$ cat src/rtl/gsu_pkg.sv
// ----------------------------------------------------------------------------
// gsu_pkg : shared types and helpers for the septet unpacker
// Entry format of the result queue, push group and the 03.38 to ASCII map.
// ----------------------------------------------------------------------------
package gsu_pkg;

  localparam int unsigned SEPTET_W = 7;
  localparam int unsigned STORE_W  = 14;
  localparam int unsigned HELD_W   = 4;
  localparam int unsigned COUNT_W  = 8;
  localparam int unsigned FILL_W   = 3;

  localparam logic [SEPTET_W-1:0] QMARK      = 7'h3F;
  localparam logic [SEPTET_W-1:0] AT_SIGN    = 7'h40;
  localparam logic [SEPTET_W-1:0] DOLLAR     = 7'h24;
  localparam logic [SEPTET_W-1:0] UNDERSCORE = 7'h5F;

  // one result: septet plus end-of-message flag
  typedef struct packed {
    logic                last;
    logic [SEPTET_W-1:0] value;
  } res_entry_t;

  // up to two results produced by one byte; second valid implies first
  typedef struct packed {
    logic       v0;
    logic       v1;
    res_entry_t e0;
    res_entry_t e1;
  } res_push_t;

  function automatic logic [SEPTET_W-1:0] gsm_to_ascii(input logic [SEPTET_W-1:0] c);
    logic [SEPTET_W-1:0] r;
    r = QMARK;
    if (c == 7'h24 || c == 7'h40) begin
      r = QMARK;
    end else if ((c >= 7'h20 && c <= 7'h5A) || (c >= 7'h61 && c <= 7'h7A) ||
                 c == 7'h0A || c == 7'h0D) begin
      r = c;
    end else if (c == 7'h00) begin
      r = AT_SIGN;
    end else if (c == 7'h02) begin
      r = DOLLAR;
    end else if (c == 7'h11) begin
      r = UNDERSCORE;
    end
    return r;
  endfunction

endpackage

$ cat src/rtl/gsu_core.sv
// ----------------------------------------------------------------------------
// gsu_core : input register, bit buffer and septet extraction
// Holds one byte beat, starts or extends the bit buffer with it and peels off up to two
// septets in one pass when the result queue has room for two.
// ----------------------------------------------------------------------------
module gsu_core (
  input  logic                     clk,
  input  logic                     rst_n,
  input  logic                     in_valid,
  output logic                     in_ready,
  input  logic [7:0]               in_byte,
  input  logic                     in_start,
  input  logic [gsu_pkg::FILL_W-1:0]  in_fill,
  input  logic [gsu_pkg::COUNT_W-1:0] in_count,
  input  logic                     map_en,
  input  logic                     space_ok,
  output gsu_pkg::res_push_t       push
);
  import gsu_pkg::*;

  logic                hold_v_r;
  logic [7:0]          byte_r;
  logic                start_r;
  logic [FILL_W-1:0]   fill_r;
  logic [COUNT_W-1:0]  count_r;

  logic [STORE_W-1:0]  store_r, store_nxt;
  logic [HELD_W-1:0]   held_r, held_nxt;
  logic [COUNT_W-1:0]  left_r, left_nxt;

  logic                consume;
  logic                active;
  logic [STORE_W-1:0]  st0, st1;
  logic [HELD_W-1:0]   bh0, bh1;
  logic [COUNT_W-1:0]  cl0, cl1;
  logic                e0, e1;
  logic [SEPTET_W-1:0] c0, c1;

  assign consume  = hold_v_r && space_ok;
  assign in_ready = !hold_v_r || consume;

  always_comb begin
    active = 1'b1;
    st0    = store_r;
    bh0    = held_r;
    cl0    = left_r;
    if (start_r) begin
      cl0 = count_r;
      st0 = {6'd0, byte_r} >> fill_r;
      bh0 = HELD_W'(8) - {1'b0, fill_r};
    end else if (left_r == '0) begin
      // message already done: drop the byte, keep state
      active = 1'b0;
    end else begin
      st0 = store_r | ({6'd0, byte_r} << held_r[2:0]);
      bh0 = held_r + HELD_W'(8);
    end

    e0  = active && (cl0 != '0) && (bh0 >= HELD_W'(7));
    c0  = st0[SEPTET_W-1:0];
    st1 = e0 ? (st0 >> SEPTET_W) : st0;
    bh1 = e0 ? (bh0 - HELD_W'(7)) : bh0;
    cl1 = e0 ? (cl0 - COUNT_W'(1)) : cl0;

    e1 = e0 && (cl1 != '0) && (bh1 >= HELD_W'(7));
    c1 = st1[SEPTET_W-1:0];
    store_nxt = e1 ? (st1 >> SEPTET_W) : st1;
    held_nxt  = e1 ? (bh1 - HELD_W'(7)) : bh1;
    left_nxt  = e1 ? (cl1 - COUNT_W'(1)) : cl1;

    push.v0       = consume && e0;
    push.v1       = consume && e1;
    push.e0.value = map_en ? gsm_to_ascii(c0) : c0;
    push.e0.last  = (cl1 == '0);
    push.e1.value = map_en ? gsm_to_ascii(c1) : c1;
    push.e1.last  = (left_nxt == '0);
  end

  always_ff @(posedge clk) begin
    if (!rst_n) begin
      hold_v_r <= 1'b0;
      store_r  <= '0;
      held_r   <= '0;
      left_r   <= '0;
    end else begin
      if (in_ready) begin
        hold_v_r <= in_valid;
      end
      if (consume) begin
        store_r <= store_nxt;
        held_r  <= held_nxt;
        left_r  <= left_nxt;
      end
    end
  end

  always_ff @(posedge clk) begin
    if (in_valid && in_ready) begin
      byte_r  <= in_byte;
      start_r <= in_start;
      fill_r  <= in_fill;
      count_r <= in_count;
    end
  end

endmodule

$ cat src/rtl/gsu_out_queue.sv
// ----------------------------------------------------------------------------
// gsu_out_queue : four-entry result queue
// Takes up to two results per cycle, hands out one per beat.
// ----------------------------------------------------------------------------
module gsu_out_queue (
  input  logic                  clk,
  input  logic                  rst_n,
  input  gsu_pkg::res_push_t    push,
  output logic                  space_ok,
  output logic                  out_valid,
  input  logic                  out_ready,
  output gsu_pkg::res_entry_t   out_entry
);
  import gsu_pkg::*;

  localparam int unsigned DEPTH = 4;

  res_entry_t  mem_r [DEPTH];
  logic [1:0]  head_r, tail_r;
  logic [2:0]  cnt_r, cnt_nxt;
  logic        pop;
  logic [1:0]  push_n;

  assign out_valid = (cnt_r != '0);
  assign out_entry = mem_r[head_r];
  assign pop       = out_valid && out_ready;
  // room for two more regardless of this cycle's pop
  assign space_ok  = (cnt_r <= 3'd2);
  assign push_n    = {1'b0, push.v0} + {1'b0, push.v1};
  assign cnt_nxt   = cnt_r + {1'b0, push_n} - {2'b00, pop};

  always_ff @(posedge clk) begin
    if (!rst_n) begin
      head_r <= '0;
      tail_r <= '0;
      cnt_r  <= '0;
    end else begin
      cnt_r  <= cnt_nxt;
      tail_r <= tail_r + push_n;
      if (pop) begin
        head_r <= head_r + 2'd1;
      end
    end
  end

  always_ff @(posedge clk) begin
    if (push.v0) begin
      mem_r[tail_r] <= push.e0;
    end
    if (push.v1) begin
      mem_r[tail_r + 2'd1] <= push.e1;
    end
  end

endmodule

$ cat src/rtl/gsm_septet_unpacker_unit.sv
// ----------------------------------------------------------------------------
// gsm_septet_unpacker_unit : packed SMS user data to 7-bit characters
// Unpacks GSM 03.38 septets from a byte stream, optionally mapped to ASCII.
// ----------------------------------------------------------------------------
// Usage:
//   in_*  : one packed user-data byte per beat. in_tuser high marks the
//           first byte of a message; fill bits and septet count are taken
//           from that beat only.
//   out_* : one character per beat, out_tlast on the final septet.
//   cfg_* : map_to_ascii bit, always ready; write only while the block idles.
// Timing: an accepted byte is captured in the input register, its characters
//   are written to the result queue together and leave it one per beat.
// Throughput: one byte per cycle while each byte yields at most one
//   character and out_tready stays high; a byte that yields two sends both
//   through the single-beat out port, so a long message is paced by that
//   port. The four-entry result queue gates intake: a byte is processed only
//   when two slots are free.
// Reset: clears the bit buffer, held-bit and septet counters, the queue and
//   the mode bit (raw septets).
// Stall: with out_tready low the queue fills, the held byte waits and
//   in_tready drops; nothing is lost.
// ----------------------------------------------------------------------------
module gsm_septet_unpacker_unit (
  input  logic        clk,
  input  logic        rst_n,
  input  logic        in_tvalid,
  output logic        in_tready,
  input  logic [23:0] in_tdata,   // data_byte[7:0], fill_bits[10:8], char_count[18:11]
  input  logic [0:0]  in_tuser,   // start_req[0]
  output logic        out_tvalid,
  input  logic        out_tready,
  output logic [7:0]  out_tdata,  // char_value[6:0]
  output logic        out_tlast,
  input  logic        cfg_valid,
  output logic        cfg_ready,
  input  logic [0:0]  cfg_data    // map_to_ascii[0]
);
  import gsu_pkg::*;

  logic       map_r;
  logic       space_ok;
  res_push_t  push;
  res_entry_t head;

  assign cfg_ready = 1'b1;

  always_ff @(posedge clk) begin
    if (!rst_n) begin
      map_r <= 1'b0;
    end else if (cfg_valid && cfg_ready) begin
      map_r <= cfg_data[0];
    end
  end

  gsu_core u_core (
    .clk      (clk),
    .rst_n    (rst_n),
    .in_valid (in_tvalid),
    .in_ready (in_tready),
    .in_byte  (in_tdata[7:0]),
    .in_start (in_tuser[0]),
    .in_fill  (in_tdata[10:8]),
    .in_count (in_tdata[18:11]),
    .map_en   (map_r),
    .space_ok (space_ok),
    .push     (push)
  );

  gsu_out_queue u_queue (
    .clk       (clk),
    .rst_n     (rst_n),
    .push      (push),
    .space_ok  (space_ok),
    .out_valid (out_tvalid),
    .out_ready (out_tready),
    .out_entry (head)
  );

  assign out_tdata = {1'b0, head.value};
  assign out_tlast = head.last;

endmodule
$ cat config.mk
export PLATFORM = sky130hd
export DESIGN_NAME = gsm_septet_unpacker_unit
export DESIGN_NICKNAME = d
export VERILOG_FILES = /design/src/rtl/gsu_pkg.sv /design/src/rtl/gsu_core.sv /design/src/rtl/gsu_out_queue.sv /design/src/rtl/gsm_septet_unpacker_unit.sv
export SDC_FILE = /design/constraint.sdc
export NUM_CORES = 1
export LEC_CHECK = 0
export BUFFER_PORTS_ARGS = -buffer_cell sky130_fd_sc_hd__buf_2
export CORE_ASPECT_RATIO = 0.8
export CORE_MARGIN = 1
export CORE_UTILIZATION = 34
export CTS_CLUSTER_DIAMETER = 40
export DETAILED_ROUTE_END_ITERATION = 12
export GPL_ROUTABILITY_DRIVEN = 0
export HOLD_SLACK_MARGIN = 0.1
export PLACE_DENSITY = 0.5
export SLEW_MARGIN = 30
export SYNTH_ARGS = -nofsm -noshare
export SYNTH_HDL_FRONTEND = slang
export SYNTH_HIERARCHICAL = 1
export SYNTH_SLANG_ARGS = --single-unit
$ cat constraint.sdc
create_clock -name clk -period 5.4 [get_ports clk]
set_input_delay 1.08 -clock clk [delete_from_list [all_inputs] [get_ports clk]]
set_output_delay 1.08 -clock clk [all_outputs]
set_load 0.03 [all_outputs]
==> key figures <==
Synth
  – Number of standard cells after synthesis: 619
  – Share of flip-flops with an asynchronous set or reset after synthesis: 0%
  – #FFs+latches synth: 89
  – Main flop type after synthesis: edfxtp_1
  – Post-synthesis net count: 662
  – Library cells used by synthesis: 86
  – Leading post-synthesis cells by cell area: edfxtp_1 (25%), dfxtp_1 (12%), mux2_2 (7.5%)
  – Portion of synthesized cell area occupied by the leading cell type: 25.4%
  – Sequential fraction of the synthesis area: 37.4%
  – Yosys top cell by area: edfxtp_1
  – Mean area per synthesized cell: 9.94 µm²
  – Post-synth EDFFs: 52
  – Synthesized cell area: 6150 µm²
  – Count of warnings emitted by yosys: 6

Hold path
  – Start point of the worst hold path: u_core/store_r[12]$_SDFFE_PN0P_
  – Classification of the worst-slack hold path: register to register

Clocking
  – Clock latency on the worst-skew pair: 350 ps
  – CTS hold repair buffers: 0
  – Sinks on the clock net: 89
  – Root buffer selected by CTS: clkbuf_16
  – Max Buffers Root-to-Sink: 2
  – Cts bufs inserted: 9
  – Clock tree from TritonCTS: done
  – H-Tree Depth: 3
  – Clock transition at the registers of the reported paths: 70 ps

Detailed routing
  – Residual DRC: 1
  – Number of vias in the routed layout: 4968
  – 1st-pass router iterations: 9
  – Mean number of vias per cell: 5.60
  – Total Wirelength: 15.9 mm
  – Routed len/inst: 17.9 µm
  – DRC marker count from the first detailed-route iteration: 294
  – Antenna Violating Nets Remaining: 0

GRT
  – Initial antenna violation count: 0
  – Most used routing layer: met2
  – Vias in the first global route: 4828
  – Met2 track demand over resource: 29.1%
  – Met3 track demand over resource in global routing: 3.53%
  – Overall global routing resource usage: 17.9%
  – Global-route wire length before repair: 26.0 mm
  – Largest net degree at the start of global routing: 39
  – Total congestion overflow after global routing: 0
  – Grt met1 use: 23.9%

Place
  – IO Port Bufs: 35
  – Post-detailed-placement half-perimeter wirelength: 11.5 mm
  – Placed cell areas: 6640 µm²
  – Setup slack at placement: 249 ps

Critical path
  – Endpoint arrival time on the critical path: 5270 ps
  – Crit path max fanout: 12
  – Worst Setup End Kind: register
  – Category of cells accounting for the largest share of critical-path delay: adder cells
  – Delay of the slowest cell on the worst path: 650 ps
  – Library cell contributing the largest single delay on the critical path: or4b_2
  – Kind of start point of the critical path: register
  – Critical path origin: u_core/start_r$_DFFE_PP_
  – Crit-path cells: mux2i_2 -> ha_2 -> or4b_2 -> o2bb2a_4 -> a21oi_2 -> o21ai_4 -> buf_6 -> and2_1 -> a21o_1 -> ha_1 -> a311oi_2 -> and2_2 -> ha_1 -> inv_1 -> ha_1 -> inv_1 -> ha_1 -> inv_1 -> fa_1 -> xnor3_1 -> and2_1
  – Dominant cell type by count on the critical path: ha_1
  – Crit Reg-Reg Startpoint: u_core/start_r$_DFFE_PP_
  – Category of the most critical setup path: register to register
  – Data required, critical path: 5640 ps
  – Buffering stage count on the worst path with inverters included: 4

Die
  – Full die area: 18600 µm²
  – # IOs: 43
  – Core Footprint: 17500 µm²
  – Die Y-Extent: 122 µm
  – Initial cell density of the core: 35.1%
  – Number of cell rows: 43
  – X dimension of the die: 152 µm

Final layout
  – Proportion of layout cells with a drive suffix above 1: 23.1%
  – Final net count: 700
  – Ant. Diodes: 0
  – Most common cell after layout, fill and taps aside: edfxtp_1
  – Post-layout instance area: 6940 µm²
  – Layout fillers: 1767
  – Commonest cells after routing, fill and taps aside: edfxtp_1 (52), nand2_1 (43), mux2_2 (41)
  – Area added between synthesis and finish: 12.8%

STA
  – Achievable Freq: 199 MHz
  – Worst-case headroom to the max-slew limit: 47.6%
  – Unrepaired setup endpoints after global routing: no
  – Number of endpoints failing setup at the final stage: 0
  – Worst slack on hold paths: 466 ps
  – Slew Limit Fails: 0
  – Count of final hold-check violations: 0
  – Worst Skew: 7.85 ps
  – Transition at the pin with the smallest max-transition slack: 785 ps
  – Period utilisation layout: 93.2%
  – Clock period minus final worst setup slack: 5030 ps
  – Setup Total Neg Slack: 0 ps
  – Crit path setup slack, layout: 367 ps

Power and ir drop
  – VDD IR-drop max: 0.215 mV
  – Post-layout power: 2.88 mW
  – Static leakage: 2.58 nW
  – Power per standard cell area: 416 nW/µm²

Run status
  – Status: complete, but fails checks
  – Violated checks: design-rule violations

Job
  – Number of max-cap violations: 0
==> metal layers <==
layer  part of all wire, %  up-vias
met1                    50     2422
met3                   4.0       17
met5                     0        -
met4                   1.7        0
li1                      -     2409
met2                    45      120
==> synthesized netlist by cell type (all sizes together), types with 13 or more instances <==
| library cell | n |
|---|---|
| a21oi | 31 |
| and2 | 19 |
| buf | 16 |
| clkbuf | 18 |
| dfxtp | 37 |
| edfxtp | 52 |
| inv | 21 |
| mux2 | 42 |
| mux2i | 33 |
| nand2 | 43 |
| nand3 | 19 |
| nor2 | 37 |
| nor2b | 13 |
| nor3 | 13 |
| o21ai | 39 |
| xnor2 | 15 |
==> worst reg2reg max path: cells and delay by family, from the launching register on <==
family / cells / cell delay (ps)
AO/OA/AOI/OAI: 5 / 840
XOR/XNOR: 1 / 170
adder cells (fa/ha/maj): 6 / 1570
buffers and inverters: 4 / 380
flip-flops: 1 / 430
multiplexers: 1 / 290
AND/OR/NAND/NOR: 4 / 1240
==> report_power, final <==
part / switching [mW] / internal (mW) / total [mW]
Sequential: 0.0776 / 0.816 / 0.894
Clock: 0.268 / 0.311 / 0.579
Combinational: 0.823 / 0.588 / 1.41
==> cells by family (layout without fill, tap and decap cells) <==
group	count (synthesis)	in the layout	synth area share (%)
compound gates	146	146	16.5
xor+xnor	19	19	3.15
fa+ha+maj	12	12	2.56
buf+inv	57	100	3.93
flops	89	89	37.4
mux	86	86	17.1
other cells	2	2	0.122
simple gates	208	208	19.1
==> flip-flops by register name, indices dropped and copies added, names as in the netlist, named ones only <==
name             count
u_queue/mem_r       32
u_core/left_r        8
u_core/byte_r        8
u_queue/cnt_r        3
map_r                1
u_core/count_r       8
u_core/held_r        4
u_core/fill_r        3
u_queue/head_r       2
u_core/start_r       1
u_core/hold_v_r      1
u_core/store_r      14
u_queue/tail_r       2
==> per-stage QoR <==
stage / instances / util [%]
floorplan: 619 / -
global placement: 869 / 37.9
detailed placement: 869 / 37.9
CTS: 885 / 39.4
global route: 887 / 39.6
finish: 887 / 39.6
==> repair_timing <==
item / 4_1_cts / 5_1_grt
setup endpoints to repair: 0 / 1
buffers inserted: 0 / 2
gates resized for setup: 0 / 6
==> worst paths after layout <==
kind / to / slack, ps / cells past startpoint
worst max-delay path: u_queue/cnt_r[2]$_SDFF_PN0_ / 370 / 21
worst min-delay path: u_core/store_r[12]$_SDFFE_PN0P_ / 470 / 2
worst max register to register: u_queue/cnt_r[2]$_SDFF_PN0_ / 370 / 21
worst min register to register: u_core/store_r[12]$_SDFFE_PN0P_ / 470 / 2
==> cell type report <==
cell class / instances / area, µm² / area share [%]
clock buffer: 11 / 233 / 3.35
clock inverter: 5 / 30.0 / 0.433
inverter: 23 / 90.1 / 1.30
multi-input combinational: 473 / 3630 / 52.3
sequential: 89 / 2300 / 33.2
tap: 225 / 282 / 4.06
timing repair buffer: 61 / 374 / 5.39
Note: power is estimated with default switching activity, not from simulation.
